[src/rtl/chbd_pkg.sv]
// Shared types and constants of the canonical Huffman bit decoder.
`timescale 1ns / 1ps
`default_nettype none

package chbd_pkg;

    localparam int MAX_CODE_LEN  = 16;
    localparam int SYM_DEPTH     = 256;

    localparam int LEN_W      = 5;
    localparam int CNT_W      = 8;
    localparam int SYM_W      = 8;
    localparam int SLOT_W     = 8;
    localparam int STATUS_W   = 3;
    localparam int FREE_W     = 17;
    localparam int TOTAL_W    = 9;
    localparam int PCODE_W    = 16;
    localparam int FIRST_W    = 17;
    localparam int BASE_W     = 9;
    localparam int CNT_DEPTH  = MAX_CODE_LEN + 1;
    localparam int CNT_ADDR_W = $clog2(CNT_DEPTH);
    localparam int SYM_ADDR_W = $clog2(SYM_DEPTH);

    typedef enum logic [1:0] {
        CMD_COUNT  = 2'd0,
        CMD_SYMBOL = 2'd1,
        CMD_FINISH = 2'd2,
        CMD_DECODE = 2'd3
    } t_cmd;

    typedef enum logic [STATUS_W-1:0] {
        ST_OK        = 3'd0,
        ST_INVALID   = 3'd1,
        ST_OVERSUB   = 3'd2,
        ST_ALPHABET  = 3'd3,
        ST_BAD_ZERO  = 3'd4
    } t_status;

    typedef struct packed {
        t_cmd              command;
        logic [LEN_W-1:0]  length_slot;
        logic [CNT_W-1:0]  count_value;
        logic [SLOT_W-1:0] symbol_slot;
        logic [SYM_W-1:0]  symbol_value;
        logic              code_bit;
    } t_item;

    typedef struct packed {
        logic                  cnt_we;
        logic [CNT_ADDR_W-1:0] cnt_waddr;
        logic [CNT_W-1:0]      cnt_wdata;
        logic                  sym_we;
        logic [SYM_ADDR_W-1:0] sym_waddr;
        logic [SYM_W-1:0]      sym_wdata;
        logic                  sym_re;
        logic [SYM_ADDR_W-1:0] sym_raddr;
    } t_mem_req;

    typedef struct packed {
        logic    sym_valid;
        logic    bit_used;
        t_status status;
    } t_result;

endpackage

`default_nettype wire

[src/rtl/chbd_ram.sv]
// Generic single-write, single-read synchronous RAM with registered read data.
`timescale 1ns / 1ps
`default_nettype none

module chbd_ram #(
    parameter int DATA_W = 8,
    parameter int DEPTH  = 256
) (
    input  wire logic                     i_clk,
    input  wire logic                     i_we,
    input  wire logic [$clog2(DEPTH)-1:0] i_waddr,
    input  wire logic [DATA_W-1:0]        i_wdata,
    input  wire logic                     i_re,
    input  wire logic [$clog2(DEPTH)-1:0] i_raddr,
    output logic      [DATA_W-1:0]        o_rdata
);

    logic [DATA_W-1:0] r_mem [DEPTH];

    always_ff @(posedge i_clk) begin
        if (i_we) begin
            r_mem[i_waddr] <= i_wdata;
        end
    end

    always_ff @(posedge i_clk) begin
        if (i_re) begin
            o_rdata <= r_mem[i_raddr];
        end
    end

endmodule

`default_nettype wire

[src/rtl/chbd_engine.sv]
// Table totals, walk registers and per-item next-state logic of the decoder.
`timescale 1ns / 1ps
`default_nettype none

module chbd_engine (
    input  wire logic                             i_clk,
    input  wire logic                             i_rst_n,
    input  wire logic                             i_cfg_we,
    input  wire logic [chbd_pkg::LEN_W-1:0]       i_cfg_data,
    input  wire chbd_pkg::t_cmd                   i_in_cmd,
    input  wire chbd_pkg::t_item                  i_item,
    input  wire logic [chbd_pkg::CNT_W-1:0]       i_cnt_rdata,
    input  wire logic                             i_fire,
    output logic      [chbd_pkg::CNT_ADDR_W-1:0]  o_cnt_raddr,
    output chbd_pkg::t_mem_req                    o_req,
    output chbd_pkg::t_result                     o_res
);

    import chbd_pkg::*;

    logic [LEN_W-1:0]   r_max_len;
    logic [FREE_W-1:0]  r_free,    n_free;
    logic [TOTAL_W-1:0] r_total,   n_total;
    logic [PCODE_W-1:0] r_partial, n_partial;
    logic [FIRST_W-1:0] r_first,   n_first;
    logic [BASE_W-1:0]  r_base,    n_base;
    logic [LEN_W-1:0]   r_cur_len, n_cur_len;

    // Decode datapath
    logic [PCODE_W-1:0]   pcode;
    logic [FIRST_W-1:0]   diff;
    logic                 hit;
    logic [BASE_W:0]      idx;
    logic                 idx_ok;
    logic [FIRST_W:0]     fsum;
    logic [FIRST_W+1:0]   fnext;
    logic [FIRST_W-1:0]   first_adv;
    logic [BASE_W:0]      bsum;
    logic [BASE_W-1:0]    base_adv;
    logic [LEN_W-1:0]     len_inc;
    logic                 one_sym;

    assign pcode     = r_partial | PCODE_W'(i_item.code_bit);
    assign diff      = {1'b0, pcode} - r_first;
    assign hit       = ({1'b0, pcode} >= r_first) && (diff < FIRST_W'(i_cnt_rdata));
    assign idx       = {1'b0, r_base} + (BASE_W+1)'(diff[CNT_W-1:0]);
    assign idx_ok    = (idx < {1'b0, r_total}) && (idx < (BASE_W+1)'(SYM_DEPTH));
    // Saturate first code: once past every partial code it never matches again.
    assign fsum      = {1'b0, r_first} + (FIRST_W+1)'(i_cnt_rdata);
    assign fnext     = {fsum, 1'b0};
    assign first_adv = (|fnext[FIRST_W+1:FIRST_W]) ? {FIRST_W{1'b1}} : fnext[FIRST_W-1:0];
    assign bsum      = {1'b0, r_base} + (BASE_W+1)'(i_cnt_rdata);
    assign base_adv  = bsum[BASE_W] ? {BASE_W{1'b1}} : bsum[BASE_W-1:0];
    assign len_inc   = r_cur_len + LEN_W'(1);
    assign one_sym   = (r_max_len == '0) && (i_cnt_rdata == CNT_W'(1));

    // Length 0 serves finish and the one-symbol check; the walk reads its length.
    assign o_cnt_raddr = (i_in_cmd == CMD_DECODE && r_max_len != '0)
                       ? CNT_ADDR_W'(r_cur_len) : '0;

    // Count write limits
    logic [FREE_W-1:0]  free_base;
    logic [TOTAL_W-1:0] total_base;
    logic [TOTAL_W-1:0] room;
    logic [FREE_W-1:0]  free_dbl;
    logic               slot_zero;

    assign slot_zero  = (i_item.length_slot == '0);
    assign free_base  = slot_zero ? FREE_W'(1) : r_free;
    assign total_base = slot_zero ? '0 : r_total;
    assign room       = TOTAL_W'(SYM_DEPTH) - total_base;
    assign free_dbl   = free_base[FREE_W-1] ? {FREE_W{1'b1}} : {free_base[FREE_W-2:0], 1'b0};

    always_comb begin
        n_free    = r_free;
        n_total   = r_total;
        n_partial = r_partial;
        n_first   = r_first;
        n_base    = r_base;
        n_cur_len = r_cur_len;
        o_req     = '0;
        o_res     = '{sym_valid: 1'b0, bit_used: 1'b0, status: ST_OK};

        case (i_item.command)
            CMD_COUNT: begin
                if (i_item.length_slot <= r_max_len) begin
                    if (slot_zero) begin
                        n_free    = FREE_W'(1);
                        n_total   = '0;
                        n_partial = '0;
                        n_first   = '0;
                        n_base    = '0;
                        n_cur_len = LEN_W'(1);
                    end
                    o_req.cnt_we    = 1'b1;
                    o_req.cnt_waddr = CNT_ADDR_W'(i_item.length_slot);
                    o_req.cnt_wdata = '0;
                    if (TOTAL_W'(i_item.count_value) > room) begin
                        o_res.status = ST_ALPHABET;
                    end else if (!slot_zero && FREE_W'(i_item.count_value) > free_dbl) begin
                        o_res.status = ST_OVERSUB;
                    end else begin
                        n_free          = slot_zero ? free_base
                                        : free_dbl - FREE_W'(i_item.count_value);
                        n_total         = total_base + TOTAL_W'(i_item.count_value);
                        o_req.cnt_wdata = i_item.count_value;
                    end
                end
            end
            CMD_SYMBOL: begin
                o_req.sym_we    = 1'b1;
                o_req.sym_waddr = SYM_ADDR_W'(i_item.symbol_slot);
                o_req.sym_wdata = i_item.symbol_value;
            end
            CMD_FINISH: begin
                if (r_total == '0 ||
                    (i_cnt_rdata != '0 &&
                     (i_cnt_rdata != CNT_W'(1) || r_total != TOTAL_W'(1)))) begin
                    o_res.status = ST_BAD_ZERO;
                end
                n_partial = '0;
                n_first   = '0;
                n_base    = '0;
                n_cur_len = LEN_W'(1);
            end
            default: begin
                if (one_sym) begin
                    o_res.sym_valid = 1'b1;
                    o_req.sym_re    = 1'b1;
                    o_req.sym_raddr = '0;
                end else if (r_cur_len > r_max_len) begin
                    o_res.status = ST_INVALID;
                    n_partial    = '0;
                    n_first      = '0;
                    n_base       = '0;
                    n_cur_len    = LEN_W'(1);
                end else begin
                    o_res.bit_used = 1'b1;
                    if (hit) begin
                        if (idx_ok) begin
                            o_res.sym_valid = 1'b1;
                            o_req.sym_re    = 1'b1;
                            o_req.sym_raddr = idx[SYM_ADDR_W-1:0];
                        end else begin
                            o_res.status = ST_INVALID;
                        end
                        n_partial = '0;
                        n_first   = '0;
                        n_base    = '0;
                        n_cur_len = LEN_W'(1);
                    end else if (len_inc > r_max_len) begin
                        o_res.status = ST_INVALID;
                        n_partial    = '0;
                        n_first      = '0;
                        n_base       = '0;
                        n_cur_len    = LEN_W'(1);
                    end else begin
                        n_partial = pcode << 1;
                        n_first   = first_adv;
                        n_base    = base_adv;
                        n_cur_len = len_inc;
                    end
                end
            end
        endcase
    end

    always_ff @(posedge i_clk) begin
        if (!i_rst_n) begin
            r_max_len <= '0;
        end else if (i_cfg_we) begin
            r_max_len <= (i_cfg_data > LEN_W'(MAX_CODE_LEN)) ? LEN_W'(MAX_CODE_LEN)
                                                             : i_cfg_data;
        end
    end

    always_ff @(posedge i_clk) begin
        if (!i_rst_n) begin
            r_free    <= FREE_W'(1);
            r_total   <= '0;
            r_partial <= '0;
            r_first   <= '0;
            r_base    <= '0;
            r_cur_len <= LEN_W'(1);
        end else if (i_fire) begin
            r_free    <= n_free;
            r_total   <= n_total;
            r_partial <= n_partial;
            r_first   <= n_first;
            r_base    <= n_base;
            r_cur_len <= n_cur_len;
        end
    end

endmodule

`default_nettype wire

[src/rtl/canonical_huffman_bit_decoder_core.sv]
// Top level of the canonical Huffman bit decoder: item pipeline and table memories.
`timescale 1ns / 1ps
`default_nettype none

// Canonical Huffman decoder with a loaded table. Load the table with count
// items (ascending length, starting at length 0, after max_length is set),
// symbol items in canonical order and one finish item; then send one decode
// item per coded bit. Every item returns exactly one result item. Counts live
// in a 17-entry memory and symbols in a 256-entry memory, both with registered
// read data; neither is cleared, so entries must be written before use.
// An item reads the count memory as it is accepted, then in the walk stage
// updates the walk and table registers and issues the symbol memory read; the
// next item is held off until that walk stage completes, since its count
// address depends on it, so the core never accepts a new item while one is in
// the walk stage. A result stage and the output register let new items flow
// while a result waits on a stalled output.
module canonical_huffman_bit_decoder_core (
    input  wire logic       i_clk,
    input  wire logic       i_rst_n,
    // configuration: max_length
    input  wire logic       i_cfg_we,
    input  wire logic [4:0] i_cfg_data,
    // input items
    input  wire logic       i_in_valid,
    output logic            o_in_stall,
    input  wire logic [1:0] i_command,
    input  wire logic [4:0] i_length_slot,
    input  wire logic [7:0] i_count_value,
    input  wire logic [7:0] i_symbol_slot,
    input  wire logic [7:0] i_symbol_value,
    input  wire logic       i_code_bit,
    // result items
    output logic            o_out_valid,
    input  wire logic       i_out_stall,
    output logic            o_symbol_valid,
    output logic [7:0]      o_decoded_symbol,
    output logic            o_bit_used,
    output logic [2:0]      o_status
);

    import chbd_pkg::*;

    // Walk stage: item whose count read is in flight or done
    logic            r_s1_valid;
    t_item           r_s1_item;
    // Result stage: walk done, symbol read in flight or done
    logic            r_s2_valid;
    t_result         r_s2_res;
    // Output register
    logic            r_out_valid;
    logic            r_out_sym_valid;
    logic [SYM_W-1:0] r_out_symbol;
    logic            r_out_bit_used;
    logic [STATUS_W-1:0] r_out_status;

    logic                  in_accept;
    logic                  out_load;
    logic                  s2_ready;
    logic                  s1_fire;
    t_cmd                  in_cmd;
    logic [CNT_ADDR_W-1:0] cnt_raddr;
    logic [CNT_W-1:0]      cnt_rdata;
    logic [SYM_W-1:0]      sym_rdata;
    t_mem_req              req;
    t_result               res;

    assign in_cmd     = t_cmd'(i_command);
    // Interlock: hold new items while the walk stage is occupied.
    assign o_in_stall = r_s1_valid;
    assign in_accept  = i_in_valid && !r_s1_valid;
    assign out_load   = r_s2_valid && (!r_out_valid || !i_out_stall);
    assign s2_ready   = !r_s2_valid || out_load;
    assign s1_fire    = r_s1_valid && s2_ready;

    chbd_ram #(
        .DATA_W (CNT_W),
        .DEPTH  (CNT_DEPTH)
    ) u_count_ram (
        .i_clk   (i_clk),
        .i_we    (s1_fire && req.cnt_we),
        .i_waddr (req.cnt_waddr),
        .i_wdata (req.cnt_wdata),
        .i_re    (in_accept),
        .i_raddr (cnt_raddr),
        .o_rdata (cnt_rdata)
    );

    chbd_ram #(
        .DATA_W (SYM_W),
        .DEPTH  (SYM_DEPTH)
    ) u_symbol_ram (
        .i_clk   (i_clk),
        .i_we    (s1_fire && req.sym_we),
        .i_waddr (req.sym_waddr),
        .i_wdata (req.sym_wdata),
        .i_re    (s1_fire && req.sym_re),
        .i_raddr (req.sym_raddr),
        .o_rdata (sym_rdata)
    );

    chbd_engine u_engine (
        .i_clk       (i_clk),
        .i_rst_n     (i_rst_n),
        .i_cfg_we    (i_cfg_we),
        .i_cfg_data  (i_cfg_data),
        .i_in_cmd    (in_cmd),
        .i_item      (r_s1_item),
        .i_cnt_rdata (cnt_rdata),
        .i_fire      (s1_fire),
        .o_cnt_raddr (cnt_raddr),
        .o_req       (req),
        .o_res       (res)
    );

    // Stage valids
    always_ff @(posedge i_clk) begin
        if (!i_rst_n) begin
            r_s1_valid  <= 1'b0;
            r_s2_valid  <= 1'b0;
            r_out_valid <= 1'b0;
        end else begin
            if (in_accept) begin
                r_s1_valid <= 1'b1;
            end else if (s1_fire) begin
                r_s1_valid <= 1'b0;
            end
            if (s1_fire) begin
                r_s2_valid <= 1'b1;
            end else if (out_load) begin
                r_s2_valid <= 1'b0;
            end
            if (out_load) begin
                r_out_valid <= 1'b1;
            end else if (!i_out_stall) begin
                r_out_valid <= 1'b0;
            end
        end
    end

    // Payload registers
    always_ff @(posedge i_clk) begin
        if (in_accept) begin
            r_s1_item.command      <= in_cmd;
            r_s1_item.length_slot  <= i_length_slot;
            r_s1_item.count_value  <= i_count_value;
            r_s1_item.symbol_slot  <= i_symbol_slot;
            r_s1_item.symbol_value <= i_symbol_value;
            r_s1_item.code_bit     <= i_code_bit;
        end
        if (s1_fire) begin
            r_s2_res <= res;
        end
        if (out_load) begin
            r_out_sym_valid <= r_s2_res.sym_valid;
            r_out_symbol    <= r_s2_res.sym_valid ? sym_rdata : '0;
            r_out_bit_used  <= r_s2_res.bit_used;
            r_out_status    <= STATUS_W'(r_s2_res.status);
        end
    end

    assign o_out_valid      = r_out_valid;
    assign o_symbol_valid   = r_out_sym_valid;
    assign o_decoded_symbol = r_out_symbol;
    assign o_bit_used       = r_out_bit_used;
    assign o_status         = r_out_status;

endmodule

`default_nettype wire
[config.mk]
export PLATFORM = sky130hd
export DESIGN_NAME = canonical_huffman_bit_decoder_core
export DESIGN_NICKNAME = d
export VERILOG_FILES = /design/src/rtl/chbd_pkg.sv /design/src/rtl/chbd_ram.sv /design/src/rtl/chbd_engine.sv /design/src/rtl/canonical_huffman_bit_decoder_core.sv
export SDC_FILE = /design/constraint.sdc
export NUM_CORES = 2
export LEC_CHECK = 0
export ABC_AREA = 1
export BUFFER_PORTS_ARGS = -buffer_cell sky130_fd_sc_hd__buf_4
export CORE_AREA = 2 2 430 432
export DETAILED_ROUTE_END_ITERATION = 12
export DIE_AREA = 0 0 432 434
export PLACE_DENSITY = 0.71
export SETUP_SLACK_MARGIN = 0.5
export SLEW_MARGIN = 30
export SYNTH_ARGS = -nofsm -noshare
export SYNTH_HDL_FRONTEND = slang
export SYNTH_SLANG_ARGS = --single-unit
export TNS_END_PERCENT = 1
[constraint.sdc]
create_clock -name i_clk -period 8.8 [get_ports i_clk]
set_clock_uncertainty 0.2 [all_clocks]
set_input_delay 0.88 -clock i_clk [delete_from_list [all_inputs] [get_ports i_clk]]
set_output_delay 0.88 -clock i_clk [all_outputs]
set_load 0.02 [all_outputs]
## After elaboration in Yosys (flattened, before gate mapping)

Memories as Yosys holds them, arrays and structs flattened. A register that Yosys moved wholly into a read port is not among the register bits.
Cells that the tools add are included.

| operators by class | value |
|---|---|
| shift operators | 0 |
| $lt $le $gt $ge | 10 |
| multiplexer cells | 74 |
| equality and inequality tests | 10 |
| $mul | 0 |
| add/sub/neg operators | 8 |
| reduce and logical (&&, ||, !) cells | 34 |
| bitwise gates (word level) | 2 |
| div/mod/pow operators | 0 |

Operators by type and width:

| kind | count |
|---|---|
| $mux 17 | 13 |
| $mux 9 | 15 |
| $mux 16 | 6 |
| $pmux 17 s3 | 1 |
| $pmux 16 s3 | 1 |
| $mux 5 | 8 |
| $mux 14 | 2 |
| $pmux 9 s3 | 1 |
| $add 9x8->10 | 2 |
| $add 17x8->18 | 1 |
| $mux 3 | 6 |
| $ge 16x17->1 | 1 |
| $gt 8x17->1 | 1 |
| $lt 17x8->1 | 1 |
| $sub 16x17->17 | 1 |
| $sub 17x8->17 | 1 |
| $mux 8 | 2 |
| $or 16x1->16 | 1 |
| $mux 1 | 15 |
| $pmux 5 s3 | 1 |
| $logic_and 1x1->1 | 12 |
| $gt 5x5->1 | 2 |
| $logic_not 5->1 | 2 |
| $lt 10x9->1 | 1 |
| 29 further kinds | 41 |

| word-level totals | value |
|---|---|
| latch bits | 0 |
| register bits after elaboration | 131 |
| logic and storage cells | 163 |
| RAM bits | 2184 |
| ROM bits | 0 |
| memories | 2 |
| input bits | 42 |
| output and inout bits | 15 |

Memory list:

| memory | depth | bits a word | read ports | clocked after memory_dff | write ports | line | source |
|---|---|---|---|---|---|---|---|
| u_symbol_ram.r_mem | 256 | 8 | 1 | 1 | 1 | chbd_ram.sv:18 | `logic [DATA_W-1:0] r_mem [DEPTH];` |
| u_count_ram.r_mem | 17 | 8 | 1 | 1 | 1 | chbd_ram.sv:18 |  |

## Depth between registers and ports, before layout

| depth | value |
|---|---|
| depth in word-level cells | 12 |
| gate-level depth with buffers | 37 |

## Modules after synthesis

Synthesis repeated with hierarchy kept, for this count alone.

| second synthesis, totals | value |
|---|---|
| cell total of the unflattened synthesis | 8957 |
| area, all modules | 99462.9 sq um |

By module, submodules not included:

| module | cells an instance | instances | sequential area each (sq um) | area each (sq um) |
|---|---|---|---|---|
| chbd_ram at u_symbol_ram | 7003 | 1 | 61739.2 | 83476.3 |
| chbd_engine | 1369 | 1 | 1541.5 | 8368.0 |
| chbd_ram at u_count_ram | 493 | 1 | 4324.1 | 5894.4 |
| canonical_huffman_bit_decoder_core | 92 | 1 | 1561.5 | 1724.2 |

## Least setup slack after synthesis

Ideal clock, no wire load.

| timing path | value |
|---|---|
| kind | reg-to-reg |
| from | register r_s1_item[31] (netlist name) |
| to | memory u_symbol_ram.r_mem[0][0], data pin |
| data required time | 7207 ps |
| data arrival time | 7023 ps |
| buffers on the path | 1 |
| setup time | 1393 ps |
| stages on the path, launching flop included | 5 |
| clock period less this slack | 8616 ps |
| path slack | 184 ps |
| path through | edfxtp_1 -> nor2_1 -> clkinv_1 -> clkbuf_1 -> nor2_1 |

RTL lines:

| what | line | source |
|---|---|---|
| start, declared | canonical_huffman_bit_decoder_core.sv:45 | `t_item r_s1_item;` |
| end, declared | chbd_ram.sv:18 |  |

## Worst setup path after layout

| timing path | value |
|---|---|
| from | register r_s1_item[0] (netlist name) |
| to | register u_symbol_ram.o_rdata[6] (read register of u_symbol_ram.r_mem), data pin |

| on the way | value |
|---|---|
| longest elaborated chain between the ends | 11 |
| elaborated cells between the ends (all ways) | 15 |

RTL lines:

| what | line | source |
|---|---|---|
| $or 16x1->16 * | chbd_engine.sv:43 | `assign pcode = r_partial \| PCODE_W'(i_item.code_bit);` |
| $sub 16x17->17 | chbd_engine.sv:44 | `assign diff = {1'b0, pcode} - r_first;` |
| $add 9x8->10 | chbd_engine.sv:46 | `assign idx = {1'b0, r_base} + (BASE_W+1)'(diff[CNT_W-1:0]);` |
| $lt 10x9->1 | chbd_engine.sv:47 | `assign idx_ok = (idx < {1'b0, r_total}) && (idx < (BASE_W+1)'(SYM_DEPTH));` |
| $logic_and 1x1->1 | chbd_engine.sv:47 |  |
| $mux 9 | chbd_engine.sv:140 | `if (idx_ok) begin` |
| $mux 9 * | chbd_engine.sv:139 | `if (hit) begin` |
| $mux 9 * | chbd_engine.sv:131 | `end else if (r_cur_len > r_max_len) begin` |
| $mux 9 * | chbd_engine.sv:127 | `if (one_sym) begin` |
| $mux 9 * | chbd_engine.sv:84 | `case (i_item.command)` |
| $logic_and 1x1->1 | canonical_huffman_bit_decoder_core.sv:96 | `.i_re (s1_fire && req.sym_re),` |
| end, declared | chbd_ram.sv:15 | `output logic [DATA_W-1:0] o_rdata` |

Every way passes the cells marked *; elsewhere a longest branch is shown, timed or not.
A chain may end at the register's enable or synchronous reset.

==> reports/results.ini <==
[run_status]
run_status = finished clean

[min_path]
hold_end = o_in_stall$_SDFFE_PN0P_
holdPathStages = 3
hp-start = i_in_valid
hp-class = in -> reg

[floorplan]
starting_density_of_the_core_pct = 56.8
dieHeight_um = 434
coreArea_mm2 = 0.182
boundary_pin_count = 57
floorplan.die_area_mm2 = 0.187
row_count = 157
dieWidth_um = 432

[run]
maxCapViolCount = 0

[worst_setup_path]
reg2reg_slack_ns = 1.76
worstSetupEndpointType = flip-flop
setup.worst_path.class = reg -> reg
worstReg2RegStart = r_s1_item[0]$_DFFE_PP_
worst_path_max_delay_cell = nand2_8
crit-reg2reg-capture = u_symbol_ram.o_rdata[6]$_DFFE_PP_
max_stage_delay_ns = 0.57
cell_seen_most_often_among_critical_path_stages = nand3_1
worst-path-max-fanout = 107
timing.critical_path.from_type = flip-flop
arrival_ns = 7.47
worst-endpoint-required_ns = 9.23
r2r.worst_path.cells = 33

[finish]
drive_above_1_share_pct = 6.55
layout.cells.most_common_list = edfxtp_1 (2,250), nand2_1 (1,916), nand3_1 (1,765), inv_1 (992), nor2_1 (785)
layout.cell_area.non_filler_mm2 = 0.114
finalNetCount = 9711
instances_no_fill = 12164
area_delta_synth_final_pct = 9.89
layout_commonest_cell = edfxtp_1

[drt]
drt_drc_violations_left = 0
dr.pass1.iters = 6
met1_length_mm = 111
vias = 72908
count_of_routing_violations_after_the_opening_detailed_route_iteration = 10355
routed_wl_mm = 287
ant_nets = 0
detail_route.wl_per_cell_um = 23.6
amount_of_wire_on_met3_after_detailed_routing_mm = 30.9
met2RoutedLength_mm = 132
route.top_layer_used = met5
drt-vias-per-instance = 5.99

[power]
powerDensity_mw_per_mm2 = 204
clkPwrFrac_pct = 41.5
worst_ir_drop_vdd_mv = 0.199
power.net_switching_mw = 5.30
leakage_nw = 44.0
share_comb_of_total_power_pct = 6.1
power.sequential.fraction_pct = 52.5
intPower_mw = 17.9
swShare_pct = 22.8

[logic_synthesis]
synth_async_sr_flop_share_pct = 0
yosys_register_bits = 2330
netlist-cell-type-count = 48
yosys_warnings = 0
synth.cell_area_mm2 = 0.104
ys_dominant_reg_cell = edfxtp_1
synth_enable_flop_cells = 2250
synth-seq-area-share_pct = 66.7
synthesis.nets = 9863
synth_cells = 9719
syn_avg_cell_area_um2 = 10.7

[clocking]
postCtsResizedCells = 0
cts-root-to-sink-buffers = 3
cts_made_buffers = 229
post-cts-setup-buffer-count = 0
cts_root_buf = clkbuf_16
cts_hold_fix_bufs = 32
cts.sinks = 2330
clkLatencyLatePin_ns = 0.89
cts-htree-levels = 4
cts_tree = done
clk_pin_slew_worst_paths_ns = 0.06

[grt]
grt_max_degree = 186
grt_overflow = 0
grtUsageTotal_pct = 30.4
first_global_vias = 69557
grt_first_pass_wirelength_mm = 431
grt_antenna_before_repair = 6

[timing]
setup-violations-final = 0
report.final.slew_viol_count = 0
fin_tns_setup_ns = 0
worst-slew-pin-transition_ns = 1.14
finalWorstPathRequiredPeriod_ns = 7.04
fmax_mhz = 142
post-route-period-util_pct = 80.0
hold-worst-slack_ns = 0.0706
timing.max_slew.rel_slack_pct = 24.1
grt_setup_unrepaired = no
finalHoldViolations = 0

[placed_design]
place_congestion = 0.895
dp_hpwl_mm = 163
place.detailed.instances = 11687
io_buffers = 56
post_dp_cell_area_mm2 = 0.106

==> worst max-delay path: cells and delay by family (launching register included) <==
| family | cells | cell delay [ns] |
|---|---|---|
| xor+xnor | 2 | 0.55 |
| fa+ha+maj | 4 | 1.24 |
| compound gates | 4 | 0.52 |
| flops | 1 | 0.40 |
| buf+inv | 4 | 0.67 |
| simple gates | 19 | 3.14 |
==> synthesized netlist by cell type, types with 7 or more instances <==
cell	n	area [µm²]
nor2_1	800	3000
buf_2	209	1050
o21bai_1	93	698
nand2_1	1927	7230
nand3_1	1772	8870
a31oi_1	30	188
a211oi_1	8	60.1
o22ai_1	42	263
a21oi_1	160	801
o211ai_1	35	263
or2_2	83	519
inv_1	994	3730
buf_1	53	199
edfxtp_1	2250	67600
ha_1	96	1200
nor3_1	30	150
o2111ai_1	14	123
clkbuf_1	332	1250
dfxtp_1	80	1600
nor4_1	7	43.8
nand4_1	19	119
o21ai_0	192	961
xor2_1	37	324
nand3b_1	400	3000
==> metrics by stage <==
step	worst slack (ns)	util, %	total power, mW
4_1_cts	1.94	62.4	23.2
2_1_floorplan	0.184	-	13.3
5_1_grt	1.35	62.4	23.8
6_report	1.76	62.5	23.2
3_3_place_gp	1.93	58.2	13.8
3_5_place_dp	1.95	58.2	13.8
==> power groups by stage <==
stage	Sequential (mW)	Combinational [mW]	Clock (mW)
final	12.2	1.41	9.62
after global placement	12.4	1.34	0
after global routing	12.2	1.52	10.1
after detailed placement	12.4	1.36	0
after CTS	12.2	1.38	9.69
after floorplan	12.4	0.890	0
==> layer usage <==
layer | vias to the layer above | GRT usage, %
li1 | 33029 | -
met1 | 34938 | 41.0
met5 | - | 0
met3 | 697 | 6.41
met2 | 4242 | 47.4
met4 | 2 | 14.2
==> area by class of cell <==
type                       count  area [µm²]
antenna                        9        22.5
clock buffer                 294        6040
clock inverter               140        1280
fill                       14157       68500
inverter                    1001        3760
multi-input combinational   5792       28600
sequential                  2330       69200
tap                         2385        2980
timing repair buffer         213        2170
==> cells by family after synthesis <==
logic type / after synthesis / synth area share, %
adders and majority gates: 102 / 1.27
buffers and inverters: 1597 / 6.04
xor gates and xnor gates: 43 / 0.363
DFF: 2330 / 66.7
and+or+nand+nor: 5054 / 22.3
AOI/OAI and AO/OA: 593 / 3.38
==> sequential cells by signal (all words and copies together), names as in the netlist <==
signal,count
u_symbol_ram.r_mem,2048
u_count_ram.r_mem,136
r_s1_item,32
u_engine.r_first,17
u_engine.r_free,17
u_engine.r_partial,15
u_engine.r_base,9
u_engine.r_total,9
o_decoded_symbol,8
u_count_ram.o_rdata,8
u_symbol_ram.o_rdata,8
r_s2_res,5
u_engine.r_cur_len,5
u_engine.r_max_len,5
o_status,3
o_bit_used,1
o_in_stall,1
o_out_valid,1
o_symbol_valid,1
r_s2_valid,1
==> how the worst max path moves through the flow <==
stage | start | end | slack (ns) | cells after the start
5_1_grt | r_s1_item[0]$_DFFE_PP_ | u_symbol_ram.o_rdata[6]$_DFFE_PP_ | 1.35 | 33
3_3_place_gp | r_s1_item[0]$_DFFE_PP_ | u_symbol_ram.o_rdata[0]$_DFFE_PP_ | 1.93 | 35
2_1_floorplan | r_s1_item[31]$_DFFE_PP_ | u_symbol_ram.r_mem[0][0]$_DFFE_PP_ | 0.18 | 4
3_5_place_dp | r_s1_item[0]$_DFFE_PP_ | u_symbol_ram.o_rdata[5]$_DFFE_PP_ | 1.95 | 33
6_report | r_s1_item[0]$_DFFE_PP_ | u_symbol_ram.o_rdata[6]$_DFFE_PP_ | 1.76 | 33
4_1_cts | r_s1_item[0]$_DFFE_PP_ | u_symbol_ram.o_rdata[5]$_DFFE_PP_ | 1.94 | 33
(Power assumes the default switching activity.)
